File: src/rtl/core/lru_key_value_cache_unit_defines.svh
// Assertion macros for the LRU key-value cache.
`ifndef LRU_KEY_VALUE_CACHE_UNIT_DEFINES_SVH
`define LRU_KEY_VALUE_CACHE_UNIT_DEFINES_SVH
`ifndef SYNTHESIS
`define LKVC_ASSERT(label, clk, rst_n, ante, cons) \
	label: assert property (@(posedge clk) disable iff (!rst_n) (ante) |-> (cons)) \
		else $error("lkvc assertion failed");
`define LKVC_ASSERT_NEXT(label, clk, rst_n, ante, cons) \
	label: assert property (@(posedge clk) disable iff (!rst_n) (ante) |=> (cons)) \
		else $error("lkvc assertion failed");
`else
`define LKVC_ASSERT(label, clk, rst_n, ante, cons)
`define LKVC_ASSERT_NEXT(label, clk, rst_n, ante, cons)
`endif
`endif

File: src/rtl/core/lkvc_pkg.sv
`timescale 1ns / 1ps
package lkvc_pkg;
	localparam int CAP_W = 5;
	localparam logic [CAP_W-1:0] CAP_RESET = 5'd16;
	localparam logic signed [31:0] MISS_VALUE = -32'sd1;

	typedef enum logic {
		OP_GET = 1'b0,
		OP_PUT = 1'b1
	} op_t;

	typedef struct packed {
		op_t operation;
		logic signed [31:0] key;
		logic signed [31:0] value;
	} req_t;

	typedef struct packed {
		logic hit;
		logic signed [31:0] result_value;
	} rsp_t;
endpackage

File: src/rtl/core/lkvc_ram.sv
`timescale 1ns / 1ps
module lkvc_ram #(
	parameter int WIDTH = 32,
	parameter int DEPTH = 16,
	localparam int AW = (DEPTH > 1) ? $clog2(DEPTH) : 1
) (
	input  logic             clk,
	input  logic             we,
	input  logic [AW-1:0]    waddr,
	input  logic [WIDTH-1:0] wdata,
	input  logic [AW-1:0]    raddr,
	output logic [WIDTH-1:0] rdata
);
	logic [WIDTH-1:0] mem [DEPTH];

	always_ff @(posedge clk) begin
		if (we) begin
			mem[waddr] <= wdata;
		end
		rdata <= mem[raddr];
	end
endmodule

File: src/rtl/core/lru_key_value_cache_unit.sv
// LRU key-value cache: keys, values and recency ranks live in three RAMs.
// From acceptance to the result register, a get that misses passes scan, decide and finish;
// a hit or a put also passes the update state between decide and finish.
// A new transaction is taken only when the last one is done; all but
// a missed get walk the rank RAM twice, and a result not yet taken holds the next one back.
// Reset clears valid marks and occupancy and sets capacity to 16; RAMs are not cleared.
`timescale 1ns / 1ps
`include "lru_key_value_cache_unit_defines.svh"
module lru_key_value_cache_unit #(
	parameter int MAX_ENTRIES = 16
) (
	input  logic            clk,
	input  logic            arst_n,
	input  logic            cfg_we,
	input  logic [4:0]      cfg_wdata,
	input  logic            in_valid,
	output logic            in_ready,
	input  lkvc_pkg::req_t  in_data,
	output logic            out_valid,
	input  logic            out_ready,
	output lkvc_pkg::rsp_t  out_data
);
	import lkvc_pkg::*;

	localparam int IW = (MAX_ENTRIES > 1) ? $clog2(MAX_ENTRIES) : 1;
	localparam int CW = $clog2(MAX_ENTRIES + 1);
	localparam int CMPW = (CW > CAP_W) ? CW : CAP_W;

	typedef enum logic [2:0] {
		ST_IDLE,
		ST_SCAN,
		ST_DECIDE,
		ST_UPDATE,
		ST_FINISH
	} state_t;

	state_t state_q;
	req_t req_q;
	logic [CW-1:0] rd_cnt_q;
	logic rd_v_s1;
	logic [IW-1:0] rd_idx_s1;
	logic [MAX_ENTRIES-1:0] valid_q;
	logic [CW-1:0] occ_q;
	logic [CAP_W-1:0] cap_q;
	logic hit_q;
	logic [IW-1:0] hit_idx_q;
	logic [IW-1:0] hit_rank_q;
	logic old_found_q;
	logic [IW-1:0] old_idx_q;
	logic [IW-1:0] old_rank_q;
	logic free_found_q;
	logic [IW-1:0] free_idx_q;
	logic [IW-1:0] ins_idx_q;
	logic out_valid_q;
	rsp_t out_data_q;

	logic [31:0] key_rd;
	logic [31:0] val_rd;
	logic [IW-1:0] rank_rd;

	logic issue;
	logic [IW-1:0] rd_addr;
	logic last_s1;
	logic cur_valid;
	logic is_put;
	logic [CMPW-1:0] eff_cap;
	logic evict;
	logic [IW-1:0] ins_idx;
	logic finish_go;
	logic miss_put;
	logic mem_we;
	logic [IW-1:0] mem_waddr;
	logic rank_we;
	logic [IW-1:0] rank_waddr;
	logic [IW-1:0] rank_wdata;
	rsp_t rsp;

	assign issue = (state_q == ST_SCAN || state_q == ST_UPDATE) &&
		(rd_cnt_q < CW'(MAX_ENTRIES));
	assign rd_addr = rd_cnt_q[IW-1:0];
	assign last_s1 = rd_v_s1 && (rd_idx_s1 == IW'(MAX_ENTRIES - 1));
	assign cur_valid = valid_q[rd_idx_s1];
	assign is_put = (req_q.operation == OP_PUT);
	assign miss_put = is_put && !hit_q;
	assign finish_go = (state_q == ST_FINISH) && (!out_valid_q || out_ready);

	always_comb begin
		if (cap_q == '0) begin
			eff_cap = CMPW'(1);
		end else if (CMPW'(cap_q) > CMPW'(MAX_ENTRIES)) begin
			eff_cap = CMPW'(MAX_ENTRIES);
		end else begin
			eff_cap = CMPW'(cap_q);
		end
	end

	assign evict = miss_put && (CMPW'(occ_q) >= eff_cap) && old_found_q;
	assign ins_idx = (evict && (!free_found_q || old_idx_q < free_idx_q)) ?
		old_idx_q : free_idx_q;

	assign mem_we = finish_go && is_put;
	assign mem_waddr = hit_q ? hit_idx_q : ins_idx_q;

	always_comb begin
		rank_we = 1'b0;
		rank_waddr = rd_idx_s1;
		rank_wdata = rank_rd + IW'(1);
		if (state_q == ST_FINISH) begin
			rank_we = finish_go && miss_put;
			rank_waddr = ins_idx_q;
			rank_wdata = '0;
		end else if (state_q == ST_UPDATE && rd_v_s1 && cur_valid) begin
			if (!hit_q) begin
				rank_we = 1'b1;
			end else if (rd_idx_s1 == hit_idx_q) begin
				rank_we = 1'b1;
				rank_wdata = '0;
			end else if (rank_rd < hit_rank_q) begin
				rank_we = 1'b1;
			end
		end
	end

	always_comb begin
		rsp.hit = hit_q;
		if (is_put) begin
			rsp.result_value = '0;
		end else if (hit_q) begin
			rsp.result_value = val_rd;
		end else begin
			rsp.result_value = MISS_VALUE;
		end
	end

	lkvc_ram #(.WIDTH(32), .DEPTH(MAX_ENTRIES)) u_key_ram (
		.clk   (clk),
		.we    (mem_we),
		.waddr (mem_waddr),
		.wdata (req_q.key),
		.raddr (rd_addr),
		.rdata (key_rd)
	);

	lkvc_ram #(.WIDTH(32), .DEPTH(MAX_ENTRIES)) u_val_ram (
		.clk   (clk),
		.we    (mem_we),
		.waddr (mem_waddr),
		.wdata (req_q.value),
		.raddr (hit_idx_q),
		.rdata (val_rd)
	);

	lkvc_ram #(.WIDTH(IW), .DEPTH(MAX_ENTRIES)) u_rank_ram (
		.clk   (clk),
		.we    (rank_we),
		.waddr (rank_waddr),
		.wdata (rank_wdata),
		.raddr (rd_addr),
		.rdata (rank_rd)
	);

	always_ff @(posedge clk or negedge arst_n) begin
		if (!arst_n) begin
			state_q <= ST_IDLE;
			req_q <= '0;
			rd_cnt_q <= '0;
			rd_v_s1 <= 1'b0;
			rd_idx_s1 <= '0;
			valid_q <= '0;
			occ_q <= '0;
			cap_q <= CAP_RESET;
			hit_q <= 1'b0;
			hit_idx_q <= '0;
			hit_rank_q <= '0;
			old_found_q <= 1'b0;
			old_idx_q <= '0;
			old_rank_q <= '0;
			free_found_q <= 1'b0;
			free_idx_q <= '0;
			ins_idx_q <= '0;
			out_valid_q <= 1'b0;
			out_data_q <= '0;
		end else begin
			if (cfg_we) begin
				cap_q <= cfg_wdata;
			end
			rd_v_s1 <= issue;
			rd_idx_s1 <= rd_addr;
			if (issue) begin
				rd_cnt_q <= rd_cnt_q + CW'(1);
			end
			if (out_valid_q && out_ready && !finish_go) begin
				out_valid_q <= 1'b0;
			end
			case (state_q)
				ST_IDLE: begin
					if (in_valid) begin
						req_q <= in_data;
						rd_cnt_q <= '0;
						hit_q <= 1'b0;
						old_found_q <= 1'b0;
						free_found_q <= 1'b0;
						state_q <= ST_SCAN;
					end
				end
				ST_SCAN: begin
					if (rd_v_s1) begin
						if (cur_valid && key_rd == req_q.key && !hit_q) begin
							hit_q <= 1'b1;
							hit_idx_q <= rd_idx_s1;
							hit_rank_q <= rank_rd;
						end
						if (cur_valid && (!old_found_q || rank_rd > old_rank_q)) begin
							old_found_q <= 1'b1;
							old_idx_q <= rd_idx_s1;
							old_rank_q <= rank_rd;
						end
						if (!cur_valid && !free_found_q) begin
							free_found_q <= 1'b1;
							free_idx_q <= rd_idx_s1;
						end
					end
					if (last_s1) begin
						state_q <= ST_DECIDE;
					end
				end
				ST_DECIDE: begin
					rd_cnt_q <= '0;
					ins_idx_q <= ins_idx;
					if (evict) begin
						valid_q[old_idx_q] <= 1'b0;
						occ_q <= occ_q - CW'(1);
					end
					if (!is_put && !hit_q) begin
						state_q <= ST_FINISH;
					end else begin
						state_q <= ST_UPDATE;
					end
				end
				ST_UPDATE: begin
					if (last_s1) begin
						state_q <= ST_FINISH;
					end
				end
				ST_FINISH: begin
					if (finish_go) begin
						out_valid_q <= 1'b1;
						out_data_q <= rsp;
						if (miss_put) begin
							valid_q[ins_idx_q] <= 1'b1;
							occ_q <= occ_q + CW'(1);
						end
						state_q <= ST_IDLE;
					end
				end
				default: begin
					state_q <= ST_IDLE;
				end
			endcase
		end
	end

	assign in_ready = (state_q == ST_IDLE);
	assign out_valid = out_valid_q;
	assign out_data = out_data_q;

	`LKVC_ASSERT(a_occ_matches_valid, clk, arst_n, 1'b1, occ_q == CW'($countones(valid_q)))
	`LKVC_ASSERT_NEXT(a_accept_starts_scan, clk, arst_n, in_valid && in_ready, state_q == ST_SCAN)
	`LKVC_ASSERT(a_insert_slot_free, clk, arst_n, state_q == ST_FINISH && miss_put, !valid_q[ins_idx_q])
endmodule

File: config.mk
export PLATFORM = sky130hd
export DESIGN_NAME = lru_key_value_cache_unit
export DESIGN_NICKNAME = d
export VERILOG_FILES = /design/src/rtl/core/lkvc_pkg.sv /design/src/rtl/core/lkvc_ram.sv /design/src/rtl/core/lru_key_value_cache_unit.sv
export VERILOG_INCLUDE_DIRS = /design/src /design/src/rtl/core
export SDC_FILE = /design/constraint.sdc
export NUM_CORES = 1
export LEC_CHECK = 0
export BUFFER_PORTS_ARGS = -buffer_cell sky130_fd_sc_hd__buf_4
export CAP_MARGIN = 25
export CORE_UTILIZATION = 40
export CTS_BUF_LIST = sky130_fd_sc_hd__clkbuf_8
export CTS_CLUSTER_DIAMETER = 100
export DETAILED_ROUTE_END_ITERATION = 10
export PLACE_DENSITY = 0.59
export SLEW_MARGIN = 20
export SYNTH_ARGS = -nofsm -noshare
export SYNTH_HDL_FRONTEND = slang
export SYNTH_SLANG_ARGS = --single-unit
File: constraint.sdc
create_clock -name clk -period 6.2 [get_ports clk]
set_clock_uncertainty 0.15 [all_clocks]
set_input_delay 0 -clock clk [delete_from_list [all_inputs] [get_ports clk]]
set_output_delay 0 -clock clk [all_outputs]
set_load 0.05 [all_outputs]
==> results.sh <==
export IMPL_clk_pin_slew_worst_paths_ns=0.06
export IMPL_syn_avg_cell_area_um2=21.8
export IMPL_h_tree_depth=4
export IMPL_switching_share_pct=29.2
export IMPL_final_antenna_net_count=0
export IMPL_worstSkewPairLatency_ns=0.86
export IMPL_worstSetupEndpointType="flop"
export IMPL_cts_sinks=1321
export IMPL_drive_gt1_share_pct=31.4
export IMPL_drt_drc_violations_left=16
export IMPL_synth_top_family_by_area="multiplexers"
export IMPL_irDropWorstVdd_v=0.000472
export IMPL_finalHoldViolCount=0
export IMPL_violations="design-rule violations"
export IMPL_p_int_w=0.0173
export IMPL_syn_cell_area_um2=50000
export IMPL_routed_wl_um=112000
export IMPL_r2r_cells=7
export IMPL_synthCells=2300
export IMPL_crit_required_ns=6.52
export IMPL_post_route_period_util_pct=66.6
export IMPL_via_count=24300
export IMPL_pwr_density_cell_nw_per_um2=411
export IMPL_hp_class="in2async"
export IMPL_syn_to_final_growth_pct=18.5
export IMPL_core_area_um2=124000
export IMPL_p_leak_nw=19.8
export IMPL_fillCellCount=10100
export IMPL_grt_pass1_wl_um=169000
export IMPL_combPwrFrac_pct=18.6
export IMPL_worst_ep_arrival_time_ns=4.45
export IMPL_r2r_end="u_key_ram.mem[1][18]$_DFFE_PP_"
export IMPL_io_pins=110
export IMPL_die_h_um=356
export IMPL_switching_power_w=0.00712
export IMPL_place_gp_congestion=0.764
export IMPL_crit_path_start_kind="flop"
export IMPL_die_area_um2=127000
export IMPL_cts_tree="done"
export IMPL_drt_wirelength_per_cell_um=24.6
export IMPL_track_usage_pct=18.1
export IMPL_fin_nets=2842
export IMPL_placementRows=129
export IMPL_holdWs_ns=0.196
export IMPL_drv_slew=0
export IMPL_post_cts_resize_count=0
export IMPL_pwr_share_clk_pct=28.9
export IMPL_rrSetupSlack_ns=2.07
export IMPL_status="finished with violations"
export IMPL_synthMuxAreaShare_pct=17.7
export IMPL_antenna_found_initial=3
export IMPL_critPathKind="reg2reg"
export IMPL_syn_nets=2396
export IMPL_first_pass_iters=8
export IMPL_crit_path_max_fanout=39
export IMPL_numCtsBuffers=208
export IMPL_setup_tns_ns=0
export IMPL_synth_fa_ha_area_share_pct=0.540
export IMPL_overflow=0
export IMPL_yosys_warnings=0
export IMPL_final_common_cell="edfxtp_1"
export IMPL_synthSimpleGateAreaFrac_pct=1.69
export IMPL_cts_buffer_depth=3
export IMPL_via_per_inst=5.31
export IMPL_synthXorXnorAreaFrac_pct=0.788
export IMPL_mostFrequentLayoutCells="edfxtp_1, mux4_2, clkbuf_8, dlygate4sd3_1, dfrtp_1"
export IMPL_synthArstFlopShare_pct=12.5
export IMPL_ys_ff_latch=1321
export IMPL_slew_headroom_pct=33.3
export IMPL_grt_max_degree=68
export IMPL_synth_ff_type="edfxtp_1"
export IMPL_drv_cap=0
export IMPL_reg2reg_from="state_q[2]$_DFFE_PN0P_"
export IMPL_max_freq_ghz=0.242
export IMPL_start_util_pct=40.4
export IMPL_clock_root_buffer="clkbuf_8"
export IMPL_grt_pass1_vias=26100
export IMPL_drtIter0Drc=1964
export IMPL_ys_seq_area_share_pct=76.3
export IMPL_worst_pin_slew_ns=0.996
export IMPL_yosys_cell_types_count=46
export IMPL_io_buffers=109
export IMPL_die_x_um=356
export IMPL_setup_violations_final=0
export IMPL_synth_compound_area_share_pct=1.87
export IMPL_synth_edf_count=1088
export IMPL_rsz0062_at_grt="false"
export IMPL_dp_hpwl_um=62800
export IMPL_period_minus_slack_ns=4.13
export IMPL_pwr_share_seq_pct=52.5
synth_stat cells (3+ instances only):
cell,number,share of area (%)
nor4_1,4,0.050
a21o_1,6,0.090
inv_1,21,0.16
nor3b_1,4,0.060
buf_2,5,0.050
xor2_1,10,0.18
nand2b_1,3,0.038
ha_1,20,0.50
nand4_1,12,0.15
mux4_2,342,15
clkbuf_1,76,0.57
mux2i_1,5,0.10
xnor2_1,35,0.61
mux4_1,3,0.16
nor2b_1,9,0.11
o21ai_0,55,0.55
and2_1,3,0.038
dfrtp_1,164,8.2
nand2_1,58,0.44
nor3_1,17,0.17
buf_1,34,0.26
nand3_1,5,0.050
a31oi_1,8,0.10
buf_6,3,0.068
nor2_1,54,0.41
a21oi_1,35,0.35
dfxtp_1,68,2.7
mux2_4,3,0.090
edfxtp_1,1088,65
a41oi_1,10,0.18
o21bai_1,33,0.50
mux2_2,89,2.0
timing repair:
action                                 4_1_cts  5_1_grt
hold buffers                               188        0
endpoints found under the hold margin      283        0
buffers inserted                             0        0
critical path, cell delays in order, from the launching register on:
cell	delay [ns]
dfrtp_1	0.54
nor3b_2	0.48
inv_1	0.45
nor2_1	0.31
nand4_1	0.42
nor2_4	0.19
buf_4	0.48
buf_4	0.67
worst max path at each step:
stage	startpoint	endpoint	slack (ns)	depth (start not counted)
after floorplan	state_q[0]$_DFFE_PN0P_	u_key_ram.mem[14][0]$_DFFE_PP_	1.18	7
after global placement	state_q[2]$_DFFE_PN0P_	u_key_ram.mem[2][10]$_DFFE_PP_	2.01	6
after detailed placement	state_q[2]$_DFFE_PN0P_	u_key_ram.mem[1][21]$_DFFE_PP_	2.11	7
after CTS	state_q[2]$_DFFE_PN0P_	u_key_ram.mem[1][6]$_DFFE_PP_	2.08	7
after global routing	state_q[2]$_DFFE_PN0P_	u_key_ram.mem[6][17]$_DFFE_PP_	1.83	8
final	state_q[2]$_DFFE_PN0P_	u_key_ram.mem[1][18]$_DFFE_PP_	2.07	7
logic make-up after synthesis:
| family | after synthesis |
|---|---|
| buf+inv | 139 |
| mux | 442 |
| flops | 1321 |
| fa+ha+maj | 21 |
| xor+xnor | 45 |
| simple gates | 179 |
| compound gates | 153 |
metal layers:
metal / vias to the layer above / GRT usage [%] / part of all wire [%]
met2: 738 / 29.0 / 49
met5: - / 0 / 0
met4: 0 / 5.33 / 2.0
met3: 188 / 3.22 / 5.5
li1: 10400 / - / -
met1: 12900 / 25.4 / 44
power groups by stage:
stage	combinational (W)	sequential, W	clock, W
after detailed placement	0.00424	0.0130	0
after global routing	0.00487	0.0130	0.00764
after CTS	0.00454	0.0129	0.00724
after global placement	0.00415	0.0129	0
final	0.00453	0.0128	0.00706
after floorplan	0.00276	0.0126	0
state kept, by name, summed over array words and instances, names as in the netlist, 5 cells and up:
| name | flops |
|---|---|
| cap_q | 5 |
| occ_q | 5 |
| out_data | 33 |
| rd_cnt_q | 5 |
| req_q | 64 |
| u_key_ram.mem | 512 |
| u_key_ram.rdata | 32 |
| u_rank_ram.mem | 64 |
| u_val_ram.mem | 512 |
| u_val_ram.rdata | 32 |
| valid_q | 16 |
cell type report:
| class | instances | area, um2 | share of cell area, % |
|---|---|---|---|
| Antenna cell | 3 | 7.51 | 0.0127 |
| Clock buffer | 239 | 3290 | 5.55 |
| Clock inverter | 153 | 790 | 1.33 |
| Inverter | 21 | 78.8 | 0.133 |
| Multi-Input combinational cell | 840 | 11500 | 19.3 |
| Sequential cell | 1321 | 38200 | 64.4 |
| Tap cell | 1637 | 2050 | 3.46 |
| Timing Repair Buffer | 354 | 3420 | 5.77 |
stage by stage:
step / total power, W / cells / setup WS (ns) / area [um2] / utilization, %
final: 0.0244 / 4568 / 2.07 / 59300 / 47.8
after global routing: 0.0255 / 4567 / 1.83 / 59300 / 47.8
after CTS: 0.0246 / 4563 / 2.08 / 59200 / 47.8
after detailed placement: 0.0173 / 3983 / 2.11 / 53200 / 42.9
after global placement: 0.0171 / 3977 / 2.01 / 53100 / 42.8
after floorplan: 0.0154 / 2300 / 1.18 / 50000 / -
No activity file was read; power rests on OpenSTA's default activity.
